`config.mk`:
```
export PLATFORM = sky130hd
export DESIGN_NAME = seq_receive_tracker_unit_flat
export DESIGN_NICKNAME = d
export VERILOG_FILES = /design/src/design/srt_pkg.sv /design/src/design/srt_if.sv /design/src/design/seq_receive_tracker_unit.sv /design/src/design/srt_records.sv /design/src/flat_wrapper.sv
export SDC_FILE = /design/constraint.sdc
export NUM_CORES = 1
export LEC_CHECK = 0
export ABC_CLOCK_PERIOD_IN_PS = 4570
export BUFFER_PORTS_ARGS = -buffer_cell sky130_fd_sc_hd__buf_4
export CAP_MARGIN = 10
export CELL_PAD_IN_SITES_DETAIL_PLACEMENT = 1
export CELL_PAD_IN_SITES_GLOBAL_PLACEMENT = 2
export CORE_MARGIN = 3
export CORE_UTILIZATION = 42
export DETAILED_ROUTE_END_ITERATION = 10
export PLACE_DENSITY = 0.81
export SLEW_MARGIN = 5
export SYNTH_ARGS = -nofsm -noshare
export SYNTH_HDL_FRONTEND = slang
export SYNTH_HIERARCHICAL = 1
export SYNTH_SLANG_ARGS = --single-unit
```
`constraint.sdc`:
```
create_clock -name clk -period 4.57 [get_ports clk]
set_clock_uncertainty 0.1 [all_clocks]
set_input_delay 0.457 -clock clk [delete_from_list [all_inputs] [get_ports clk]]
set_output_delay 0.457 -clock clk [all_outputs]
set_load 0.02 [all_outputs]
```
`src/design/srt_pkg.sv`:
```
// Shared types and constants for the receive-side sequence tracker.
// No dependencies; compile this file first.
package srt_pkg;

  typedef enum logic [2:0] {
    V_DELIVER     = 3'd0,
    V_DELIVER_ACK = 3'd1,
    V_DROP        = 3'd2,
    V_CHECK       = 3'd3,
    V_SET         = 3'd4
  } verdict_t;

  localparam logic       ACT_DATA   = 1'b0;
  localparam logic       ACT_PORT0  = 1'b1;
  localparam logic [7:0] LEN_CHECK  = 8'd0;
  localparam logic [7:0] LEN_SET    = 8'd2;
  localparam logic [7:0] SET_OPCODE = 8'h00;
  localparam logic [7:0] SEQ_MASK   = 8'h7f;
  localparam logic [7:0] SEQ_NONE   = 8'h80;
  localparam logic [7:0] ADDR_ANY   = 8'hff;
  localparam logic [7:0] REPLY_NONE = 8'h00;

  typedef struct packed {
    logic [7:0] mac;
    logic [7:0] net;
    logic [7:0] seq;
  } rec_t;

  localparam rec_t RESET_REC = '{mac: ADDR_ANY, net: ADDR_ANY, seq: SEQ_NONE};

  typedef struct packed {
    logic       action;
    logic [7:0] req_len;
    logic [7:0] first_byte;
    logic [7:0] second_byte;
    logic [6:0] seq_num;
    logic       req_ack;
    logic       net_addressed;
    logic [7:0] src_mac;
    logic [7:0] src_net;
  } in_item_t;

  typedef struct packed {
    verdict_t   verdict;
    logic [7:0] reply_byte;
    logic       record_hit;
  } out_item_t;

endpackage

```
`src/design/srt_if.sv`:
```
// Valid/ready channel interfaces for packet requests and verdicts.
// Depends on srt_pkg for the payload structs.
interface srt_in_if;
  import srt_pkg::*;
  logic     valid;
  logic     ready;
  in_item_t data;
  modport source (output valid, output data, input ready);
  modport sink   (input valid, input data, output ready);
endinterface

interface srt_out_if;
  import srt_pkg::*;
  logic      valid;
  logic      ready;
  out_item_t data;
  modport source (output valid, output data, input ready);
  modport sink   (input valid, input data, output ready);
endinterface

```
`src/design/seq_receive_tracker_unit.sv`:
```
// Receive-side sequence tracker, top level.
// Depends on srt_pkg, srt_if and srt_records.
//
// Usage: each request on pkt is either a sequenced data packet or a port-0
// request. The block answers every request with exactly one verdict on
// result: deliver, deliver plus ack, drop, check reply or set reply.
// Peer records are kept in a store ordered by recency of use.
//
// Timing: a request is first matched by a scan that reads one record per
// cycle through the store's single read port, then decided in S_DECIDE. A
// request that changes a record (a delivered data packet or a set) runs a
// second sweep that rewrites every record's recency rank; other requests
// go straight from S_DECIDE to S_DONE, where the verdict is registered.
// pkt.ready is high only while the block waits for a request, and the next
// request can be taken the cycle after the verdict is registered.
//
// Reset: every record reads as mac 255, net 255, sequence 0x80, ranked by
// index; this takes effect at once. If result is stalled, a finished verdict
// waits in the output register; a further request is still accepted and
// processed, and holds in its last step until the output register frees up.
module seq_receive_tracker_unit #(
  parameter int RECORDS = 8
) (
  input logic     clk,
  input logic     rst,
  srt_in_if.sink  pkt,
  srt_out_if.source result
);
  import srt_pkg::*;

  localparam int IW = (RECORDS > 1) ? $clog2(RECORDS) : 1;
  localparam int CW = $clog2(RECORDS + 1);
  localparam logic [CW-1:0] LAST = CW'(RECORDS);

  typedef enum logic [2:0] {
    S_IDLE,
    S_SCAN,
    S_DECIDE,
    S_UPDATE,
    S_DONE
  } state_t;

  state_t        state;
  logic [CW-1:0] idx;
  logic          rd_pend;
  logic [IW-1:0] data_idx;
  in_item_t      item;

  logic          hit;
  logic [IW-1:0] best_idx;
  logic [IW-1:0] best_rank;
  logic [7:0]    best_seq;
  logic [IW-1:0] old_idx;
  logic [IW-1:0] old_rank;

  logic [IW-1:0] upd_tgt;
  logic [IW-1:0] upd_rank;
  logic [7:0]    upd_seq;
  logic          upd_take;

  out_item_t     pend_res;
  out_item_t     res;
  logic          out_valid;

  rec_t          rd_rec;
  logic [IW-1:0] rd_rank;
  logic          wr_en;
  rec_t          wr_rec;
  logic [IW-1:0] wr_rank;

  logic          issue;
  logic          cmp_match;
  logic          cmp_better;
  logic          cmp_older;
  logic          is_tgt;

  out_item_t     dec_res;
  logic          dec_upd;
  logic [IW-1:0] dec_tgt;
  logic [IW-1:0] dec_rank;
  logic [7:0]    dec_seq;
  logic          dec_take;
  logic [7:0]    seq_adv;

  srt_records #(.RECORDS(RECORDS)) u_records (
    .clk     (clk),
    .rst     (rst),
    .rd_addr (idx[IW-1:0]),
    .rd_rec  (rd_rec),
    .rd_rank (rd_rank),
    .wr_en   (wr_en),
    .wr_addr (data_idx),
    .wr_rec  (wr_rec),
    .wr_rank (wr_rank)
  );

  assign issue = (state == S_SCAN || state == S_UPDATE) && (idx != LAST);

  // Shared compare unit: one record per cycle during the scan.
  always_comb begin
    cmp_match  = (rd_rec.mac == item.src_mac) &&
                 (item.net_addressed ? (rd_rec.net == item.src_net)
                                     : (rd_rec.net == ADDR_ANY));
    cmp_better = cmp_match && (!hit || (rd_rank < best_rank));
    cmp_older  = (data_idx == '0) || (rd_rank > old_rank);
  end

  // Rank rewrite during the update sweep: the target goes to the front and
  // everything that was more recent than it moves back by one.
  always_comb begin
    is_tgt  = (data_idx == upd_tgt);
    wr_en   = (state == S_UPDATE) && rd_pend;
    wr_rec  = rd_rec;
    wr_rank = rd_rank;
    if (is_tgt) begin
      wr_rank    = '0;
      wr_rec.seq = upd_seq;
      if (upd_take) begin
        wr_rec.mac = item.src_mac;
        wr_rec.net = item.net_addressed ? item.src_net : ADDR_ANY;
      end
    end else if (rd_rank < upd_rank) begin
      wr_rank = rd_rank + IW'(1);
    end
  end

  always_comb begin
    seq_adv                = (best_seq + 8'd1) & SEQ_MASK;
    dec_res.verdict        = V_DROP;
    dec_res.reply_byte     = REPLY_NONE;
    dec_res.record_hit     = hit;
    dec_upd                = 1'b0;
    dec_tgt                = best_idx;
    dec_rank               = best_rank;
    dec_seq                = seq_adv;
    dec_take               = 1'b0;
    if (item.action == ACT_DATA) begin
      if (hit && (best_seq == {1'b0, item.seq_num})) begin
        dec_upd = 1'b1;
        if (item.req_ack) begin
          dec_res.verdict    = V_DELIVER_ACK;
          dec_res.reply_byte = seq_adv;
        end else begin
          dec_res.verdict = V_DELIVER;
        end
      end
    end else if (item.req_len == LEN_CHECK) begin
      dec_res.verdict    = V_CHECK;
      dec_res.reply_byte = hit ? best_seq : SEQ_NONE;
    end else if ((item.req_len == LEN_SET) && (item.first_byte == SET_OPCODE)) begin
      // An unknown peer takes over the least recently used record.
      dec_res.verdict = V_SET;
      dec_upd         = 1'b1;
      dec_seq         = item.second_byte;
      dec_take        = !hit;
      if (!hit) begin
        dec_tgt  = old_idx;
        dec_rank = old_rank;
      end
    end
  end

  always_ff @(posedge clk) begin
    if (rst) begin
      state     <= S_IDLE;
      idx       <= '0;
      rd_pend   <= 1'b0;
      hit       <= 1'b0;
      out_valid <= 1'b0;
    end else begin
      if (out_valid && result.ready && (state != S_DONE)) begin
        out_valid <= 1'b0;
      end
      if (issue) begin
        idx      <= idx + CW'(1);
        data_idx <= idx[IW-1:0];
      end
      rd_pend <= issue;
      case (state)
        S_IDLE: begin
          if (pkt.valid) begin
            item    <= pkt.data;
            idx     <= '0;
            hit     <= 1'b0;
            state   <= S_SCAN;
          end
        end
        S_SCAN: begin
          if (rd_pend) begin
            if (cmp_better) begin
              hit       <= 1'b1;
              best_idx  <= data_idx;
              best_rank <= rd_rank;
              best_seq  <= rd_rec.seq;
            end
            if (cmp_older) begin
              old_idx  <= data_idx;
              old_rank <= rd_rank;
            end
            if (!issue) begin
              state <= S_DECIDE;
            end
          end
        end
        S_DECIDE: begin
          pend_res <= dec_res;
          upd_tgt  <= dec_tgt;
          upd_rank <= dec_rank;
          upd_seq  <= dec_seq;
          upd_take <= dec_take;
          idx      <= '0;
          state    <= dec_upd ? S_UPDATE : S_DONE;
        end
        S_UPDATE: begin
          if (rd_pend && !issue) begin
            state <= S_DONE;
          end
        end
        S_DONE: begin
          if (!out_valid || result.ready) begin
            res       <= pend_res;
            out_valid <= 1'b1;
            state     <= S_IDLE;
          end
        end
        default: begin
          state <= S_IDLE;
        end
      endcase
    end
  end

  assign pkt.ready    = (state == S_IDLE) && !rst;
  assign result.valid = out_valid;
  assign result.data  = res;

  a_busy_after_accept: assert property (@(posedge clk) disable iff (rst)
    (pkt.valid && pkt.ready) |=> !pkt.ready)
    else $error("tracker ready again right after taking a request");

  a_deliver_has_hit: assert property (@(posedge clk) disable iff (rst)
    (out_valid && (res.verdict == V_DELIVER || res.verdict == V_DELIVER_ACK))
      |-> res.record_hit)
    else $error("delivery verdict without a matching record");

  a_reply_zero: assert property (@(posedge clk) disable iff (rst)
    (out_valid && (res.verdict == V_DELIVER || res.verdict == V_DROP ||
                   res.verdict == V_SET)) |-> (res.reply_byte == REPLY_NONE))
    else $error("reply byte set on a verdict that carries none");

  a_ack_seq_range: assert property (@(posedge clk) disable iff (rst)
    (out_valid && res.verdict == V_DELIVER_ACK) |-> !res.reply_byte[7])
    else $error("ack sequence outside seven bits");

  a_write_in_update: assert property (@(posedge clk) disable iff (rst)
    wr_en |-> $past(state == S_UPDATE || state == S_DECIDE))
    else $error("record write outside the update sweep");

endmodule

```
`src/design/srt_records.sv`:
```
// Peer record store: one read port with registered data, one write port.
// Entries never written read back as the reset record, with rank equal to the index.
// Depends on srt_pkg.
module srt_records #(
  parameter int RECORDS = 8,
  localparam int IW = (RECORDS > 1) ? $clog2(RECORDS) : 1
) (
  input  logic           clk,
  input  logic           rst,
  input  logic [IW-1:0]  rd_addr,
  output srt_pkg::rec_t  rd_rec,
  output logic [IW-1:0]  rd_rank,
  input  logic           wr_en,
  input  logic [IW-1:0]  wr_addr,
  input  srt_pkg::rec_t  wr_rec,
  input  logic [IW-1:0]  wr_rank
);
  import srt_pkg::*;

  rec_t               mem_rec  [RECORDS];
  logic [IW-1:0]      mem_rank [RECORDS];
  logic [RECORDS-1:0] filled;

  rec_t          rd_rec_q;
  logic [IW-1:0] rd_rank_q;
  logic [IW-1:0] rd_addr_q;
  logic          rd_filled_q;

  always_ff @(posedge clk) begin
    if (rst) begin
      filled <= '0;
    end else if (wr_en) begin
      filled[wr_addr] <= 1'b1;
    end
  end

  always_ff @(posedge clk) begin
    if (wr_en) begin
      mem_rec[wr_addr]  <= wr_rec;
      mem_rank[wr_addr] <= wr_rank;
    end
    rd_rec_q    <= mem_rec[rd_addr];
    rd_rank_q   <= mem_rank[rd_addr];
    rd_filled_q <= filled[rd_addr];
    rd_addr_q   <= rd_addr;
  end

  assign rd_rec  = rd_filled_q ? rd_rec_q : RESET_REC;
  assign rd_rank = rd_filled_q ? rd_rank_q : rd_addr_q;

endmodule
```
`src/flat_wrapper.sv`:
```
// flat-port wrapper written by rule: the top's interface ports become plain ports
module seq_receive_tracker_unit_flat import srt_pkg::*;
#(
  parameter int RECORDS = 8
)
  (clk, rst, pkt_valid, pkt_data, pkt_ready, result_valid, result_data, result_ready);
  srt_in_if pkt_i ();
  srt_out_if result_i ();
  input logic clk;
  input logic rst;
  input wire logic [$bits(pkt_i.valid)-1:0] pkt_valid;
  input wire logic [$bits(pkt_i.data)-1:0] pkt_data;
  output wire logic [$bits(pkt_i.ready)-1:0] pkt_ready;
  output wire logic [$bits(result_i.valid)-1:0] result_valid;
  output wire logic [$bits(result_i.data)-1:0] result_data;
  input wire logic [$bits(result_i.ready)-1:0] result_ready;
  assign pkt_i.valid = pkt_valid;
  assign pkt_i.data = pkt_data;
  assign pkt_ready = pkt_i.ready;
  assign result_valid = result_i.valid;
  assign result_data = result_i.data;
  assign result_i.ready = result_ready;
  seq_receive_tracker_unit #(.RECORDS(RECORDS)) u_core (.clk(clk), .rst(rst), .pkt(pkt_i), .result(result_i));
endmodule
```
# After elaboration in Yosys (flattened, before gate mapping)
# Memories as Yosys holds them, arrays and structs flattened. A register that Yosys moved wholly into a read port is not among the register bits.
# Cells that the tools add are included.
# Widths: inputs -> output; s select.
# word_totals
reg_bits	134
latchBits	0
ramBits	216
mem_bits_ro	0
in_bits	54
output_inout_bits	14
wordCells	154
mem_count	2
# op_classes
add_sub_neg	3
multipliers	0
n_div	0
order_cmp	6
n_eq_ne	18
shift	0
muxes	54
bitwise	4
reduce_logical	33
# mem_list
memory	depth	word_bits	read_ports	rd_ports_with_merged_regs	write_ports	line_no	text
u_core.u_records.mem_rec	8	24	1	1	1	srt_records.sv:20	rec_t mem_rec [RECORDS];
u_core.u_records.mem_rank	8	3	1	1	1	srt_records.sv:21	logic [IW-1:0] mem_rank [RECORDS];
# ops
operator	count
$mux 3	19
$mux 24	2
$mux 7	4
$mux 8	3
$mux 11	2
$eq 8x8->1	2
$logic_not 8->1	2
$mux 1	16
$mux 16	1
$pmux 3 s5	1
$reduce_and 4->1	3
$logic_and 1x1->1	11
$eq 8x2->1 const B	1
$eq 8x7->1	1
$eq 8x8->1 const B	1
$lt 3x4->1 const B	2
$mux 4	2
$or 8x8->8	1
$pmux 4 s2	1
$add 7x1->7 const B	1
$eq 3x2->1 const B	2
$logic_not 3->1	2
$lt 3x3->1	2
$ne 2x1->1 const B	3
other kinds (21)	33

# Depth between registers and ports, before layout
# logic_depth
ltp_word	8
mapped_depth	9
mapped_depth_nobuf	8

# By module
# The synthesis kept the hierarchy.
# by_module_without_submodules
module	instances	cells_per_inst	area_per_inst_um2	seq_area_each_um2
srt_records	1	418	9344.0	7267.0
seq_receive_tracker_unit	1	383	5327.6	3563.4

# Worst setup path before layout
# Ideal clock, no wire load.
# synth_path
path_kind	input to register
startpoint	input port rst
endpoint	register u_core/item[0] (netlist name), enable pin
setup_time_ps	519
arrival_time_ps	4114
required_ps	3951
path_slack_ps	-164
stages	2
path_buffers	1
path_cell_list	clkbuf_1 -> nor3_1
# synth_via
elab_chain_cells	2
# synth_rtl
item	line_no	text
start, declared	flat_wrapper.sv:10	input logic rst;
$not 1->1 (no source line)	-	
$reduce_and 3->1 (no source line)	-	
end signal, assigned	seq_receive_tracker_unit.sv:182	item <= pkt.data;
end, declared	seq_receive_tracker_unit.sv:47	in_item_t item;
# Every way passes these cells.
# A chain may end at the register's enable or synchronous reset.

==> metrics.csv <==
metric,value,unit
status,finished clean,
sink count of the clock tree,377,
drt first pass iters,4,
Layout Nets,982,
clock latency of the later-clocked register in the worst-skew pair,0.52,ns
clock tree from TritonCTS,built,
most repeated cell in the gate-level netlist after synthesis,sky130_fd_sc_hd__edfxtp_1,
Avg Vias per Cell,5.36,
total cell area at the placement stage,15700,sq um
Port Buffers,67,
unrepaired setup endpoints after global routing,no,
H-tree level count,2,
Reg power frac,53.4,%
"Net Count, Synth",866,
effective utilization at floorplan,43.2,%
type of origin of the critical path,flip-flop,
leftover overflow at the end of global routing,0,
number of vias in the routed layout,7476,
number of unique standard cell types used by synthesis,58,
overall power of the completed layout,7160,uW
P_sw,1410,uW
final critical-path share of the clock period,70.5,%
count of state elements after synthesis,377,
Fillers,3139,
Peak Freq,0.311,GHz
Worst Max-Slew Pin Slew,1.10,ns
Max Cap Viol,0,
final estimated routing congestion in global placement,0.755,
post-CTS clock slew at the launch and capture registers of the worst setup and hold paths,0.06,ns
area of the mapped netlist,14700,sq um
switching share of power,19.8,%
number of buffers created by CTS,38,
Hold Path Class,input port to flip-flop,
fin crit period,3.22,ns
via count of the first global-routing pass,8029,
HPWL after DPL,18500,um
max-slew violations,0,
Comb power frac,3.3,%
fraction of the core area covered by cells at the end of the flow,50.6,%
number of DRC markers after the initial detailed-route iteration,600,
arrival time at the worst endpoint,3.25,ns
Antenna Violating Nets Remaining,0,
Final Hold Fails,0,
Die Wd,193,um
sequential area share after synthesis,73.8,%
static power due to leakage,0.00574,uW
root buffer cell,sky130_fd_sc_hd__clkbuf_16,
count of pins on the block boundary,68,
data required time of the worst path,4.60,ns
Die Footprint,37200,sq um
wire length of the first global-routing pass,48600,um
Main synth FF type,sky130_fd_sc_hd__edfxtp_1,
largest fanout of any net on the critical path,24,
cell type contributing the most total cell area after synthesis,sky130_fd_sc_hd__edfxtp_1,
relative contribution of the clock network to total power,43.3,%
Yosys Warn Count,6,
post-CTS resize count,0,
worst path cell trace,xor2_1 > nor3_1 > buf_4 > and2_1 > o21ai_0,
sum of negative setup slack,0,ns
average cell area after synthesis,18.3,sq um
areal power density over the cells,416,nW/um^2
synthesis-to-finish area growth,17.2,%
worst hold slack,0.0195,ns
All-Layer GR Usage,17.4,%
cts hold-fix bufs,13,
maximum clock insertion buffer count,3,
Critical Path End Type,flip-flop,
number of rows in the core area,67,
"Setup Fix Bufs, Post-CTS",0,
Final setup viols,0,
ys async rst share,0,%
core region area,34000,sq um
maximum single-stage delay on the critical path,0.89,ns
proportion of layout cells with a drive suffix above 1,27.2,%
cell types with the highest counts after synthesis,"sky130_fd_sc_hd__edfxtp_1 (328), sky130_fd_sc_hd__mux4_2 (50), sky130_fd_sc_hd__dfxtp_1 (49), sky130_fd_sc_hd__mux2_2 (47), sky130_fd_sc_hd__inv_1 (37)",
synthesized netlist cell count,801,
post-route cell area,17200,sq um
largest net degree at the start of global routing,51,
antenna diode count,0,
maximum vdd drop,0.400,mV
master of the slowest instance on the critical path,sky130_fd_sc_hd__and2_1,
Routed wire per std cell,22.8,um
top post-synthesis cells by area,"sky130_fd_sc_hd__edfxtp_1 (67%), sky130_fd_sc_hd__mux4_2 (7.7%), sky130_fd_sc_hd__dfxtp_1 (6.7%), sky130_fd_sc_hd__mux2_2 (3.6%), sky130_fd_sc_hd__xor2_1 (1.3%)",
area share of the leading cell type in the synthesized netlist,67.1,%
number of remaining DRC errors,0,
worst-case headroom to the max-slew limit,26.8,%
"EDFF count, synth",328,
Critical Setup Path Class,flip-flop to flip-flop,
antenna violations before repair,0,
cell-internal power,5740,uW
die boundary height,193,um
post-detailed-routing wire length,31800,um
final timing paths:
kind                 startpoint                         endpoint  slack, ns  cells after the start
max          u_core/data_idx[0]  u_core/u_records/mem_rec[3][10]       1.35                      5
min                pkt_data[10]                  u_core/item[10]       0.02                      1
max reg2reg  u_core/data_idx[0]  u_core/u_records/mem_rec[3][10]       1.35                      5
min reg2reg  u_core/pend_res[1]            u_core/result.data[1]       0.32                      0
logic make-up after synthesis:
logic type / synth area share (%)
AND/OR/NAND/NOR: 5.52
adder cells (fa/ha/maj): 0.938
XOR/XNOR: 1.85
multiplexers: 13.0
buffers and inverters: 2.10
AO/OA/AOI/OAI: 2.74
flip-flops: 73.8
final cells by class:
type	count	area (sq um)	area share, %
sequential	377	10800	63.0
multi-input combinational	357	3560	20.7
clock buffer	48	1040	6.05
timing repair buffer	105	851	4.95
tap	448	561	3.26
clock inverter	21	209	1.22
inverter	38	143	0.830
critical path: cells and delay by family (launching register included):
| kind | cells | cell delay [ns] |
|---|---|---|
| buf+inv | 1 | 0.27 |
| flops | 1 | 0.56 |
| simple gates | 2 | 1.14 |
| xor+xnor | 1 | 0.21 |
| compound gates | 1 | 0.54 |
per-layer routing:
metal | routed length [um] | share of wire (%) | track usage, % | vias up
li1 | - | - | - | 3348
met1 | 13900 | 44 | 23.3 | 3968
met2 | 16600 | 52 | 30.5 | 125
met3 | 848 | 2.7 | 2.16 | 35
met4 | 461 | 1.4 | 4.01 | 0
met5 | 0 | 0 | 0 | -
per-stage QoR:
step,instances,setup WS [ns]
2_1_floorplan,801,0.931
3_5_place_dp,1300,1.38
4_1_cts,1382,1.37
5_1_grt,1394,1.03
6_report,1394,1.35
3_3_place_gp,1300,1.51
power groups by stage:
stage	sequential, uW	combinational [uW]	clock [uW]
after floorplan	3860	164	0
after global placement	3890	213	0
after detailed placement	3890	220	0
after CTS	3820	231	3170
after global routing	3830	258	3310
final	3820	236	3100
registers in the layout, summed over array words and instances (netlist names), 3 cells and up:
name	count
u_core/best_idx	3
u_core/best_rank	3
u_core/best_seq	8
u_core/data_idx	3
u_core/idx	4
u_core/item	50
u_core/old_idx	3
u_core/old_rank	3
u_core/pend_res	12
u_core/result.data	12
u_core/state	3
u_core/u_records/filled	8
u_core/u_records/mem_rank	24
u_core/u_records/mem_rec	192
u_core/u_records/rd_addr_q	3
u_core/u_records/rd_rank_q	3
u_core/u_records/rd_rec_q	24
u_core/upd_rank	3
u_core/upd_seq	8
u_core/upd_tgt	3
layout by cell type, fill, tap and decap left out, drive strengths merged, types with 4 or more instances in the layout:
master / synthesis / layout
edfxtp: 328 / 328
buf: 16 / 80
mux4: 56 / 56
mux2: 51 / 51
dfxtp: 49 / 49
clkbuf: 13 / 48
inv: 38 / 37
o21ai: 28 / 28
dlygate4sd3: 0 / 25
nor2: 24 / 24
nand2b: 23 / 23
a21oi: 22 / 22
nand2: 22 / 22
xor2: 21 / 21
clkinv: 0 / 17
ha: 11 / 11
xnor2: 10 / 10
and2: 9 / 9
nor4: 9 / 9
nor3: 7 / 7
nand3: 5 / 5
and3: 5 / 5
bufinv: 0 / 4
nor2b: 4 / 4
mux2i: 4 / 4
Note: power is estimated with default switching activity, not from simulation.
